**config.mk**
```make
export PLATFORM = sky130hd
export DESIGN_NAME = wavetable_sound_generator_8ch
export DESIGN_NICKNAME = d
export VERILOG_FILES = /design/src/sv/wsg_pkg.sv /design/src/sv/wsg_ram.sv /design/src/sv/wsg_ctrl.sv /design/src/sv/wsg_dp.sv /design/src/sv/wavetable_sound_generator_8ch.sv
export SDC_FILE = /design/constraint.sdc
export NUM_CORES = 2
export LEC_CHECK = 0
export ABC_CLOCK_PERIOD_IN_PS = 6800
export BUFFER_PORTS_ARGS = -buffer_cell sky130_fd_sc_hd__buf_2
export CORE_MARGIN = 1
export CORE_UTILIZATION = 42
export DETAILED_ROUTE_END_ITERATION = 10
export HOLD_SLACK_MARGIN = 0.15
export PLACE_DENSITY_LB_ADDON = 0.05
export SLEW_MARGIN = 20
export SYNTH_ARGS = -nofsm -noshare
export SYNTH_HDL_FRONTEND = slang
export SYNTH_HIERARCHICAL = 1
export SYNTH_SLANG_ARGS = --single-unit
```
**constraint.sdc**
```tcl
create_clock -name clk -period 6.8 [get_ports clk]
set_clock_uncertainty 0.2 [all_clocks]
set_input_delay 0 -clock clk [delete_from_list [all_inputs] [get_ports clk]]
set_output_delay 0 -clock clk [all_outputs]
set_load 0.005 [all_outputs]
```
**src/sv/wsg_pkg.sv**
```systemverilog
package wsg_pkg;

    localparam int RAM_BYTES = 128;
    localparam int RAM_AW    = 7;
    localparam int FREQ_W    = 18;
    localparam int PROD_W    = 28;

    localparam logic [19:0] MIX_GAIN = 20'd576716;
    localparam logic [6:0]  NCH_ADDR = 7'h7F;

    // byte offsets inside a channel's register block
    localparam logic [2:0] OFS_F0  = 3'd0;
    localparam logic [2:0] OFS_F1  = 3'd2;
    localparam logic [2:0] OFS_CTL = 3'd4;
    localparam logic [2:0] OFS_OFF = 3'd6;
    localparam logic [2:0] OFS_VOL = 3'd7;

    typedef enum logic [1:0] {
        KIND_TICK  = 2'd0,
        KIND_ADDR  = 2'd1,
        KIND_WRITE = 2'd2,
        KIND_READ  = 2'd3
    } kind_t;

    typedef enum logic [3:0] {
        ADDR_PORT,
        ADDR_CLR,
        ADDR_NCH,
        ADDR_CTL,
        ADDR_VOL,
        ADDR_F0,
        ADDR_F1,
        ADDR_OFF,
        ADDR_NIB
    } addr_sel_t;

    typedef enum logic [4:0] {
        ST_CLEAR,
        ST_IDLE,
        ST_RD,
        ST_RDL,
        ST_TN,
        ST_TNL,
        ST_CH,
        ST_CTL,
        ST_VOL,
        ST_CHK,
        ST_F1,
        ST_OFF,
        ST_NIBA,
        ST_NIB,
        ST_MUL,
        ST_HALF,
        ST_SUM,
        ST_MOD,
        ST_PH,
        ST_RNIBA,
        ST_RNIB,
        ST_RMUL,
        ST_STORE,
        ST_FIN
    } state_t;

    typedef struct packed {
        addr_sel_t addr_sel;
        logic      ram_we;
        logic      clr_inc;
        logic      ld_addr_port;
        logic      bump_addr;
        logic      tick_init;
        logic      ld_n;
        logic      ld_state;
        logic      ld_ctl;
        logic      ld_vol;
        logic      ld_f0;
        logic      ld_f1;
        logic      ld_off;
        logic      ld_nv;
        logic      ld_prod;
        logic      acc_add;
        logic      cnt_dec;
        logic      cnt_reload;
        logic      sum_start;
        logic      mod_step;
        logic      ld_phase;
        logic      h_set;
        logic      h_clr;
        logic      store_state;
        logic      chan_next;
        logic      out_ld_read;
        logic      out_ld_tick;
    } wsg_cmd_t;

    typedef struct packed {
        logic clr_last;
        logic ch_en;
        logic cnt_zero;
        logic mod_last;
        logic h_one;
        logic k_last;
        logic out_free;
    } wsg_stat_t;

endpackage

```
**src/sv/wsg_ram.sv**
```systemverilog
module wsg_ram #(
    parameter int WIDTH = 8,
    parameter int DEPTH = 128
) (
    input  logic                     clk,
    input  logic                     we,
    input  logic [$clog2(DEPTH)-1:0] addr,
    input  logic [WIDTH-1:0]         wdata,
    output logic [WIDTH-1:0]         rdata
);

    logic [WIDTH-1:0] mem [DEPTH];

    always_ff @(posedge clk)
    begin
        if (we)
        begin
            mem[addr] <= wdata;
        end
        rdata <= mem[addr];
    end

endmodule

```
**src/sv/wsg_ctrl.sv**
```systemverilog
module wsg_ctrl
    import wsg_pkg::*;
(
    input  logic       clk,
    input  logic       rst_n,
    input  logic       in_valid,
    input  logic [1:0] kind,
    output logic       in_stall,
    input  wsg_stat_t  stat,
    output wsg_cmd_t   cmd
);

    state_t state_reg;
    state_t state_next;

    always_ff @(posedge clk or negedge rst_n)
    begin
        if (!rst_n)
        begin
            state_reg <= ST_CLEAR;
        end
        else
        begin
            state_reg <= state_next;
        end
    end

    always_comb
    begin
        cmd        = '0;
        cmd.addr_sel = ADDR_PORT;
        state_next = state_reg;
        in_stall   = (state_reg != ST_IDLE);
        unique case (state_reg)
            ST_CLEAR:
            begin
                cmd.addr_sel = ADDR_CLR;
                cmd.ram_we   = 1'b1;
                cmd.clr_inc  = 1'b1;
                if (stat.clr_last)
                begin
                    state_next = ST_IDLE;
                end
            end
            ST_IDLE:
            begin
                if (in_valid)
                begin
                    unique case (kind_t'(kind))
                        KIND_TICK:  state_next = ST_TN;
                        KIND_ADDR:  cmd.ld_addr_port = 1'b1;
                        KIND_WRITE:
                        begin
                            cmd.ram_we    = 1'b1;
                            cmd.bump_addr = 1'b1;
                        end
                        KIND_READ:  state_next = ST_RD;
                    endcase
                end
            end
            ST_RD:
            begin
                state_next = ST_RDL;
            end
            ST_RDL:
            begin
                if (stat.out_free)
                begin
                    cmd.out_ld_read = 1'b1;
                    cmd.bump_addr   = 1'b1;
                    state_next      = ST_IDLE;
                end
            end
            ST_TN:
            begin
                cmd.addr_sel  = ADDR_NCH;
                cmd.tick_init = 1'b1;
                state_next    = ST_TNL;
            end
            ST_TNL:
            begin
                cmd.ld_n   = 1'b1;
                state_next = ST_CH;
            end
            ST_CH:
            begin
                cmd.addr_sel = ADDR_CTL;
                cmd.ld_state = 1'b1;
                state_next   = ST_CTL;
            end
            ST_CTL:
            begin
                cmd.ld_ctl   = 1'b1;
                cmd.addr_sel = ADDR_VOL;
                state_next   = ST_VOL;
            end
            ST_VOL:
            begin
                cmd.ld_vol   = 1'b1;
                cmd.addr_sel = ADDR_F0;
                state_next   = ST_CHK;
            end
            ST_CHK:
            begin
                if (!stat.ch_en)
                begin
                    if (stat.k_last)
                    begin
                        state_next = ST_FIN;
                    end
                    else
                    begin
                        cmd.chan_next = 1'b1;
                        state_next    = ST_CH;
                    end
                end
                else
                begin
                    cmd.ld_f0    = 1'b1;
                    cmd.addr_sel = ADDR_F1;
                    state_next   = ST_F1;
                end
            end
            ST_F1:
            begin
                cmd.ld_f1    = 1'b1;
                cmd.addr_sel = ADDR_OFF;
                state_next   = ST_OFF;
            end
            ST_OFF:
            begin
                cmd.ld_off = 1'b1;
                cmd.h_clr  = 1'b1;
                state_next = ST_NIBA;
            end
            ST_NIBA:
            begin
                cmd.addr_sel = ADDR_NIB;
                state_next   = ST_NIB;
            end
            ST_NIB:
            begin
                cmd.ld_nv  = 1'b1;
                state_next = ST_MUL;
            end
            ST_MUL:
            begin
                cmd.ld_prod = 1'b1;
                state_next  = ST_HALF;
            end
            ST_HALF:
            begin
                cmd.acc_add = 1'b1;
                if (stat.cnt_zero)
                begin
                    state_next = ST_SUM;
                end
                else
                begin
                    cmd.cnt_dec = 1'b1;
                    if (stat.h_one)
                    begin
                        state_next = ST_STORE;
                    end
                    else
                    begin
                        cmd.h_set  = 1'b1;
                        state_next = ST_HALF;
                    end
                end
            end
            ST_SUM:
            begin
                cmd.sum_start = 1'b1;
                state_next    = ST_MOD;
            end
            ST_MOD:
            begin
                cmd.mod_step = 1'b1;
                if (stat.mod_last)
                begin
                    state_next = ST_PH;
                end
            end
            ST_PH:
            begin
                cmd.ld_phase = 1'b1;
                state_next   = ST_RNIBA;
            end
            ST_RNIBA:
            begin
                cmd.addr_sel = ADDR_NIB;
                state_next   = ST_RNIB;
            end
            ST_RNIB:
            begin
                cmd.ld_nv  = 1'b1;
                state_next = ST_RMUL;
            end
            ST_RMUL:
            begin
                cmd.ld_prod    = 1'b1;
                cmd.cnt_reload = 1'b1;
                if (stat.h_one)
                begin
                    state_next = ST_STORE;
                end
                else
                begin
                    cmd.h_set  = 1'b1;
                    state_next = ST_HALF;
                end
            end
            ST_STORE:
            begin
                cmd.store_state = 1'b1;
                if (stat.k_last)
                begin
                    state_next = ST_FIN;
                end
                else
                begin
                    cmd.chan_next = 1'b1;
                    state_next    = ST_CH;
                end
            end
            ST_FIN:
            begin
                if (stat.out_free)
                begin
                    cmd.out_ld_tick = 1'b1;
                    state_next      = ST_IDLE;
                end
            end
            default:
            begin
                state_next = ST_IDLE;
            end
        endcase
    end

endmodule

```
**src/sv/wsg_dp.sv**
```systemverilog
module wsg_dp
    import wsg_pkg::*;
#(
    parameter int CHANNELS            = 8,
    parameter int PHASE_FRACTION_BITS = 17
) (
    input  logic        clk,
    input  logic        rst_n,
    input  wsg_cmd_t    cmd,
    output wsg_stat_t   stat,
    input  logic [7:0]  write_data,
    input  logic        cfg_write_en,
    input  logic [7:0]  cfg_write_data,
    input  logic        out_stall,
    output logic        out_valid,
    output logic [7:0]  read_data,
    output logic [14:0] mix_sample
);

    localparam int PFB       = PHASE_FRACTION_BITS;
    localparam int PH_W      = PFB + 5;
    localparam int SUM_W     = ((PH_W > FREQ_W) ? PH_W : FREQ_W) + 1;
    localparam int MOD_STEPS = SUM_W - PFB - 2;
    localparam int STEP_W    = (MOD_STEPS > 1) ? $clog2(MOD_STEPS) : 1;
    localparam int DIV_W     = SUM_W + 3;
    localparam int FIRST_CH  = 8 - CHANNELS;

    logic [RAM_AW-1:0] ram_addr;
    logic              ram_we;
    logic [7:0]        ram_wdata;
    logic [7:0]        ram_rdata;

    logic [7:0]        addr_port_reg;
    logic [6:0]        clr_reg;
    logic [7:0]        mute_reg;
    logic [PH_W-1:0]   phase_arr [8];
    logic [6:0]        cnt_arr   [8];

    logic [2:0]        n_reg;
    logic [2:0]        k_reg;
    logic [7:0]        ctl_reg;
    logic [3:0]        vol_reg;
    logic [7:0]        f0_reg;
    logic [7:0]        f1_reg;
    logic [7:0]        off_reg;
    logic [PH_W-1:0]   phase_reg;
    logic [6:0]        cnt_reg;
    logic [7:0]        nv_reg;
    logic [PROD_W-1:0] prod_reg;
    logic [14:0]       acc_reg;
    logic [SUM_W-1:0]  sum_reg;
    logic [DIV_W-1:0]  div_reg;
    logic [STEP_W-1:0] step_reg;
    logic              h_reg;
    logic              out_valid_reg;
    logic [7:0]        read_data_reg;
    logic [14:0]       mix_sample_reg;

    logic [2:0]        ch;
    logic [7:0]        idx;
    logic [3:0]        nib;
    logic [5:0]        len;
    logic [FREQ_W-1:0] freq;
    logic [6:0]        reload;
    logic [7:0]        addr_bumped;

    assign ch     = ~k_reg;
    assign idx    = off_reg + {3'b000, phase_reg[PH_W-1 -: 5]};
    assign nib    = idx[0] ? ram_rdata[7:4] : ram_rdata[3:0];
    assign len    = {2'b00, 4'd8 - {1'b0, ctl_reg[4:2]}} << 2;
    assign freq   = {ctl_reg[1:0], f1_reg, f0_reg};
    assign reload = 7'(({4'b0000, n_reg} + 7'd1) * 7'd15);
    assign addr_bumped = {addr_port_reg[7], addr_port_reg[6:0] + 7'd1};

    always_comb
    begin
        unique case (cmd.addr_sel)
            ADDR_PORT: ram_addr = addr_port_reg[6:0];
            ADDR_CLR:  ram_addr = clr_reg;
            ADDR_NCH:  ram_addr = NCH_ADDR;
            ADDR_CTL:  ram_addr = {1'b1, ch, OFS_CTL};
            ADDR_VOL:  ram_addr = {1'b1, ch, OFS_VOL};
            ADDR_F0:   ram_addr = {1'b1, ch, OFS_F0};
            ADDR_F1:   ram_addr = {1'b1, ch, OFS_F1};
            ADDR_OFF:  ram_addr = {1'b1, ch, OFS_OFF};
            ADDR_NIB:  ram_addr = idx[7:1];
            default:   ram_addr = addr_port_reg[6:0];
        endcase
    end

    assign ram_we    = cmd.ram_we;
    assign ram_wdata = cmd.clr_inc ? 8'h00 : write_data;

    wsg_ram #(
        .WIDTH (8),
        .DEPTH (RAM_BYTES)
    ) u_ram (
        .clk   (clk),
        .we    (ram_we),
        .addr  (ram_addr),
        .wdata (ram_wdata),
        .rdata (ram_rdata)
    );

    always_ff @(posedge clk or negedge rst_n)
    begin
        if (!rst_n)
        begin
            addr_port_reg <= '0;
            clr_reg       <= '0;
            mute_reg      <= '0;
            out_valid_reg <= 1'b0;
            for (int i = 0; i < 8; i++)
            begin
                phase_arr[i] <= '0;
                cnt_arr[i]   <= '0;
            end
        end
        else
        begin
            if (cmd.clr_inc)
            begin
                clr_reg <= clr_reg + 7'd1;
            end
            if (cfg_write_en)
            begin
                mute_reg <= cfg_write_data;
            end
            if (cmd.ld_addr_port)
            begin
                addr_port_reg <= write_data;
            end
            else if (cmd.bump_addr && addr_port_reg[7])
            begin
                addr_port_reg <= addr_bumped;
            end
            if (cmd.store_state)
            begin
                phase_arr[ch] <= phase_reg;
                cnt_arr[ch]   <= cnt_reg;
            end
            if (cmd.out_ld_read || cmd.out_ld_tick)
            begin
                out_valid_reg <= 1'b1;
            end
            else if (!out_stall)
            begin
                out_valid_reg <= 1'b0;
            end
        end
    end

    always_ff @(posedge clk)
    begin
        if (cmd.tick_init)
        begin
            k_reg   <= '0;
            acc_reg <= '0;
        end
        if (cmd.chan_next)
        begin
            k_reg <= k_reg + 3'd1;
        end
        if (cmd.ld_n)
        begin
            n_reg <= ram_rdata[6:4];
        end
        if (cmd.ld_ctl)
        begin
            ctl_reg <= ram_rdata;
        end
        if (cmd.ld_vol)
        begin
            vol_reg <= ram_rdata[3:0];
        end
        if (cmd.ld_f0)
        begin
            f0_reg <= ram_rdata;
        end
        if (cmd.ld_f1)
        begin
            f1_reg <= ram_rdata;
        end
        if (cmd.ld_off)
        begin
            off_reg <= ram_rdata;
        end
        if (cmd.ld_state)
        begin
            phase_reg <= phase_arr[ch];
            cnt_reg   <= cnt_arr[ch];
        end
        else if (cmd.ld_phase)
        begin
            phase_reg <= sum_reg[PH_W-1:0];
        end
        if (cmd.cnt_reload)
        begin
            cnt_reg <= reload - 7'd1;
        end
        else if (cmd.cnt_dec)
        begin
            cnt_reg <= cnt_reg - 7'd1;
        end
        if (cmd.ld_nv)
        begin
            nv_reg <= {4'h0, nib} * {4'h0, vol_reg};
        end
        if (cmd.ld_prod)
        begin
            prod_reg <= PROD_W'(nv_reg) * PROD_W'(MIX_GAIN);
        end
        if (cmd.acc_add)
        begin
            acc_reg <= acc_reg + 15'(prod_reg[PROD_W-1:16]);
        end
        if (cmd.h_clr)
        begin
            h_reg <= 1'b0;
        end
        else if (cmd.h_set)
        begin
            h_reg <= 1'b1;
        end
        // restoring reduction modulo length, one shifted subtract per cycle
        if (cmd.sum_start)
        begin
            sum_reg  <= SUM_W'(phase_reg) + SUM_W'(freq);
            div_reg  <= DIV_W'(len) << (PFB + MOD_STEPS - 1);
            step_reg <= '0;
        end
        else if (cmd.mod_step)
        begin
            if (DIV_W'(sum_reg) >= div_reg)
            begin
                sum_reg <= sum_reg - SUM_W'(div_reg);
            end
            div_reg  <= div_reg >> 1;
            step_reg <= step_reg + STEP_W'(1);
        end
        if (cmd.out_ld_read)
        begin
            read_data_reg  <= ram_rdata;
            mix_sample_reg <= '0;
        end
        else if (cmd.out_ld_tick)
        begin
            read_data_reg  <= '0;
            mix_sample_reg <= acc_reg;
        end
    end

    always_comb
    begin
        stat.clr_last = (clr_reg == 7'h7F);
        stat.ch_en    = (ctl_reg[7:5] != 3'b000) && (vol_reg != 4'h0) && !mute_reg[ch]
                        && ({1'b0, ch} >= 4'(FIRST_CH));
        stat.cnt_zero = (cnt_reg == 7'd0);
        stat.mod_last = (step_reg == STEP_W'(MOD_STEPS - 1));
        stat.h_one    = h_reg;
        stat.k_last   = (k_reg == n_reg);
        stat.out_free = !out_valid_reg || !out_stall;
    end

    assign out_valid  = out_valid_reg;
    assign read_data  = read_data_reg;
    assign mix_sample = mix_sample_reg;

endmodule

```
**src/sv/wavetable_sound_generator_8ch.sv**
```systemverilog
// channel  | signals                                  | direction
// ---------+------------------------------------------+----------
// in       | in_valid, in_stall, kind, write_data     | host -> block
// out      | out_valid, out_stall, read_data, mix_sample | block -> host
// cfg      | cfg_write_en, cfg_write_data             | host -> block
//
// after reset all 128 wave ram bytes are cleared; in_stall stays high meanwhile
// address and data port writes are taken in the idle state; a data port read passes ST_RD
// and ST_RDL; a tick reads the channel count, per channel ctl and vol, if enabled f0, f1,
// offset, with mod steps (4 at 17 fraction bits) per phase step; one ram port serialises it
// a finished result holds in the output register while out_stall is high; the next
// result waits for it, writes still go through
module wavetable_sound_generator_8ch
    import wsg_pkg::*;
#(
    parameter int CHANNELS            = 8,
    parameter int PHASE_FRACTION_BITS = 17
) (
    input  logic        clk,
    input  logic        rst_n,
    input  logic        in_valid,
    output logic        in_stall,
    input  logic [1:0]  kind,
    input  logic [7:0]  write_data,
    output logic        out_valid,
    input  logic        out_stall,
    output logic [7:0]  read_data,
    output logic [14:0] mix_sample,
    input  logic        cfg_write_en,
    input  logic [7:0]  cfg_write_data
);

    wsg_cmd_t  cmd;
    wsg_stat_t stat;

    wsg_ctrl u_ctrl (
        .clk      (clk),
        .rst_n    (rst_n),
        .in_valid (in_valid),
        .kind     (kind),
        .in_stall (in_stall),
        .stat     (stat),
        .cmd      (cmd)
    );

    wsg_dp #(
        .CHANNELS            (CHANNELS),
        .PHASE_FRACTION_BITS (PHASE_FRACTION_BITS)
    ) u_dp (
        .clk            (clk),
        .rst_n          (rst_n),
        .cmd            (cmd),
        .stat           (stat),
        .write_data     (write_data),
        .cfg_write_en   (cfg_write_en),
        .cfg_write_data (cfg_write_data),
        .out_stall      (out_stall),
        .out_valid      (out_valid),
        .read_data      (read_data),
        .mix_sample     (mix_sample)
    );

endmodule

```
## Word level (Yosys, flattened, before mapping)

Memories as Yosys holds them, arrays and structs flattened. A register that Yosys moved wholly into a read port is not among the register bits.
Index checks and enable logic that the tools add are counted.

- Add/sub/neg operators: 12
- Multipliers: 3
- Divide/modulo/power cells: 0
- $lt $le $gt $ge: 4
- Equality and inequality tests: 44
- Shift operators: 0
- Multiplexer cells: 86
- Bitwise operators: 2
- Reductions and logical operators: 28

Operators with widths:

| kind | count |
|---|---|
| 176-bit bitwise mux | 1 |
| 5-bit one-hot mux with 23 select lines | 1 |
| 22-bit two-way mux | 5 |
| 23-bit two-way mux | 3 |
| 22-bit binary-select mux with 3-bit select | 1 |
| 22-bit demux with 3-bit select | 1 |
| 56-bit bitwise mux | 1 |
| 7-bit one-hot mux with 8 select lines | 1 |
| 26-bit two-way mux | 2 |
| 7-bit two-way mux | 7 |
| 5-bit by 4-bit equality test with 1-bit output (second input constant) | 8 |
| 5-bit equality test (second input constant) | 8 |
| 5-bit two-way mux | 8 |
| 1-bit two-way mux | 34 |
| 8-bit two-way mux | 4 |
| 4-bit one-hot mux with 8 select lines | 1 |
| 15-bit two-way mux | 2 |
| 23-bit by 26-bit greater-or-equal comparator with 1-bit output | 1 |
| 8-bit by 18-bit multiplier with 26-bit output (second input constant) | 1 |
| 22-bit by 18-bit adder with 23-bit output | 1 |
| 23-bit subtractor | 1 |
| 7-bit binary-select mux with 3-bit select | 1 |
| 7-bit demux with 3-bit select | 1 |
| 5-bit by 3-bit equality test with 1-bit output (second input constant) | 4 |
| other kinds (47) | 81 |

- Register bits after elaboration: 456
- Bits in latches: 0
- Bits in writable memories: 1,024
- Bits in read-only memories: 0
- Input port bits: 23
- Output and inout bits: 25
- Word-level logic and storage cells: 221
- Memories: 1

Memory list:

| memory | words | bits a word | rd ports | clocked after Yosys merged registers in | write ports | RTL line | text |
|---|---|---|---|---|---|---|---|
| u_dp.u_ram.mem | 128 | 8 | 1 | 1 | 1 | wsg_ram.sv:12 | `logic [WIDTH-1:0] mem [DEPTH];` |

## Longest topological paths before layout

- Depth after elaboration: 9
- Mapped depth: 26
- Mapped depth without buffers: 20

## Modules after synthesis

The synthesis kept the hierarchy.

Modules (own cells, without submodules):

| module | times used | cells each | area an instance (um2) | sequential area each (um2) |
|---|---|---|---|---|
| wsg_ram | 1 | 2,475 | 40,433.8 | 30,909.6 |
| wsg_dp | 1 | 1,873 | 23,286.1 | 11,441.0 |
| wsg_ctrl | 1 | 144 | 935.9 | 125.1 |

## Worst setup path before layout

OpenSTA, ideal clock, no wires.

- Path type: reg2reg
- Start: reg u_dp.k_reg[0]
- End: mem u_dp.u_ram.mem[72][0], enable pin
- Library setup time: 395 ps
- Arrival: 5,165 ps
- Data required time: 6,205 ps
- Path slack: 1,041 ps
- Cell stages (with the launch flop): 23
- Path buffers: 9
- Clock period less this slack: 5,759 ps
- Cells stage by stage: edfxtp_1 > buf_2 > buf_1 > mux4_2 > mux2_2 > nor3_1 > inv_1 > o21ai_0 > a31oi_1 > nor2_1 > inv_1 > a21oi_1 > a21oi_1 > o221ai_1 > o21ai_0 > buf_6 > buf_6 > buf_6 > buf_6 > buf_2 > buf_2 > buf_2 > nor4_1

RTL lines:

| element | RTL line | text |
|---|---|---|
| from (decl) | wsg_dp.sv:40 | `logic [2:0] k_reg;` |
| from (signal assigned) | wsg_dp.sv:162 | `k_reg <= k_reg + 3'd1;` |
| to (decl) | wsg_ram.sv:12 |  |

==> reports/results.txt <==
io pins: 48
Syn Inst Count: 4492
DR WL/cell: 28.9 um
Post-Route Utilization: 48.8%
Vias/cell: 5.91
RSZ-0062 raised after global routing: no
post-route design area: 74300 um2
synthesized area per cell: 14.4 um2
Clock Sinks: 1474
First-pass DRT Iterations: 5
CP startpoint kind: register
Post-CTS Repair Setup Buffers: 0
Initial Util: 42.4%
post-route ant nets: 0
Rows: 143
top cells by count, synth: edfxtp_1 (1165), nor2_1 (394), mux2_2 (292), dfrtp_1 (261), a21oi_1 (229)
Post-synth EDFFs: 1165
R2R depth: 20
hold path cells: 3
top-count cell post-synth: edfxtp_1
Critical Path RT: 7.28 ns
antenna violations before repair: 2
outcome: complete, no violations
Max Fclk: 0.156 GHz
Worst Path Max Fanout: 30
GRT overflow: 0
Clk Latency, worst-skew pair: 0.81 ns
setup tns final: 0 ns
Area Overhead vs Synth: 14.9%
HP Class: primary input to register
Slew HR: 22.2%
Clock Tree Root: clkbuf_16
Final Hold Fails: 0
Final Setup Violations: 0
Placed Area: 68400 um2
Die ar.: 156000 um2
CP endpoint kind: register
Syn Nets: 4669
drt total wl: 199000 um
gr usage total: 25.4%
htree depth: 4
Clock transition at path regs: 0.06 ns
die width: 394 um
post-layout minimum cycle time: 6.42 ns
period utilization: 94.5%
# fillers: 13400
Final Max Tran Viols: 0
vias in the first global route: 40500
synth unique cells: 100
max_cap viols: 0
routed via count: 40800
register area share after synthesis: 65.7%
Most flops, register: u_dp/u_ram/mem
Worst-Margin Slew: 1.17 ns
asr flop ratio synth: 17.7%
layout cell share with drive strength beyond 1: 19.9%
die height: 394 um
Yosys top cell by area: edfxtp_1
Area contributors post-synth: edfxtp_1 (54%), dfrtp_1 (10%), mux2_2 (5.1%), a221oi_1 (3.0%), ha_1 (2.5%)
Synth Register Bits: 1474
Post-Syn Area: 64700 um2
pin count of the biggest net entering global routing: 129
routability cong.: 0.880
CP arrival: 6.91 ns
# DRC: 0
DP Wirelength: 126000 um
first-pass GRT wire length: 290000 um
Setup Crit Path Kind: register to register
First DRT Iteration DRCs: 3768
Core Area: 152000 um2
nets@finish: 4906
Synth top area share: 54.1%
Num CTS Buffers: 164
max reg flops: 1024
CTS tree: done
Synth Flop Type: edfxtp_1
port bufs: 47
clock buffer depth: 3
Yosys Warn Count: 6
Largest regs: u_dp/u_ram/mem: 1024 flops, u_dp/phase_arr: 176 flops, u_dp/cnt_arr: 56 flops
[path summary, 6_finish.rpt]
check	to	from	slack (ns)
setup reg to reg	u_dp/u_ram/rdata[4]$_DFF_P_	u_dp/k_reg[0]$_SDFFCE_PN0P_	0.38
hold reg to reg	u_dp/phase_arr[174]$_DFFE_PN0P_	u_dp/phase_arr[174]$_DFFE_PN0P_	0.28
min in group asynchronous	u_dp/phase_arr[43]$_DFFE_PN0P_	rst_n	0.26
hold / removal	u_dp/u_ram/mem[34][7]$_DFFE_PP_	write_data[7]	0.20
setup / recovery	u_dp/u_ram/rdata[4]$_DFF_P_	u_dp/k_reg[0]$_SDFFCE_PN0P_	0.38
max in group asynchronous	u_dp/phase_arr[97]$_DFFE_PN0P_	rst_n	5.26
[per-layer routing]
| metal | track usage, % | share of wire (%) | vias to the layer above |
|---|---|---|---|
| li1 | - | - | 17900 |
| met1 | 35.7 | 44 | 21200 |
| met2 | 40.8 | 47 | 1412 |
| met3 | 3.33 | 5.8 | 299 |
| met4 | 8.14 | 3.1 | 0 |
| met5 | 0 | 0 | - |
[through the flow]
| step | cells | hold WS, ns | worst slack (ns) |
|---|---|---|---|
| after global routing | 6892 | 0.191 | 0.00428 |
| after floorplan | 4492 | -0.496 | 1.04 |
| after global placement | 6521 | -0.0555 | -0.00551 |
| after detailed placement | 6524 | -0.0615 | 0.249 |
| final | 6894 | 0.202 | 0.377 |
| after CTS | 6890 | 0.170 | 0.214 |
[cell type report]
type                       count  area [um2]  area share (%)
clock buffer                 218        4450            5.99
timing repair buffer         366        3080            4.15
antenna                        2        5.00         0.00673
tap                         2030        2540            3.42
multi-input combinational   2622       20600            27.7
sequential                  1474       42500            57.2
inverter                     101         382           0.513
clock inverter                81         783            1.05
[critical path: stages (launching register included)]
cell       delay (ns)
edfxtp_1         0.42
mux4_2           0.51
mux2_2           0.30
nor3_1           0.37
inv_1            0.14
o21ai_0          0.18
a31oi_1          0.11
nor2_1           0.39
inv_1            0.19
a21oi_1          0.20
a21oi_1          0.10
o221ai_1         0.28
o21ai_4          0.33
and2_4           0.40
buf_12           0.23
buf_4            0.22
a22oi_1          0.50
o221ai_1         0.21
o21ai_0          0.27
o2111ai_1        0.37
a32o_1           0.35
[kinds of logic after synthesis]
| logic type | Yosys count | synth area share (%) |
|---|---|---|
| buffers and inverters | 396 | 2.87 |
| flip-flops | 1474 | 65.7 |
| multiplexers | 508 | 9.82 |
| AO/OA/AOI/OAI | 986 | 10.8 |
| AND/OR/NAND/NOR | 887 | 6.33 |
| adder cells (fa/ha/maj) | 154 | 3.27 |
| XOR/XNOR | 87 | 1.18 |
[timing repair]
item / in CTS / in global routing
resized for setup: 0 / 2
endpoints found under the hold margin: 1418 / 5
hold buffers: 67 / 1
endpoints found under the setup margin: 0 / 1
[cell usage in the layout, fill, tap and decap left out, drive strengths merged, types with 161 or more instances in the layout]
cell type  instances
clkbuf           218
edfxtp          1165
dfrtp            261
a221oi           224
nand2            192
mux2             297
a21oi            230
o21ai            161
nor2             395
buf              299
Power is not shown: default switching activity piles up to over one toggle a cycle in this logic, so the estimate is an artifact.
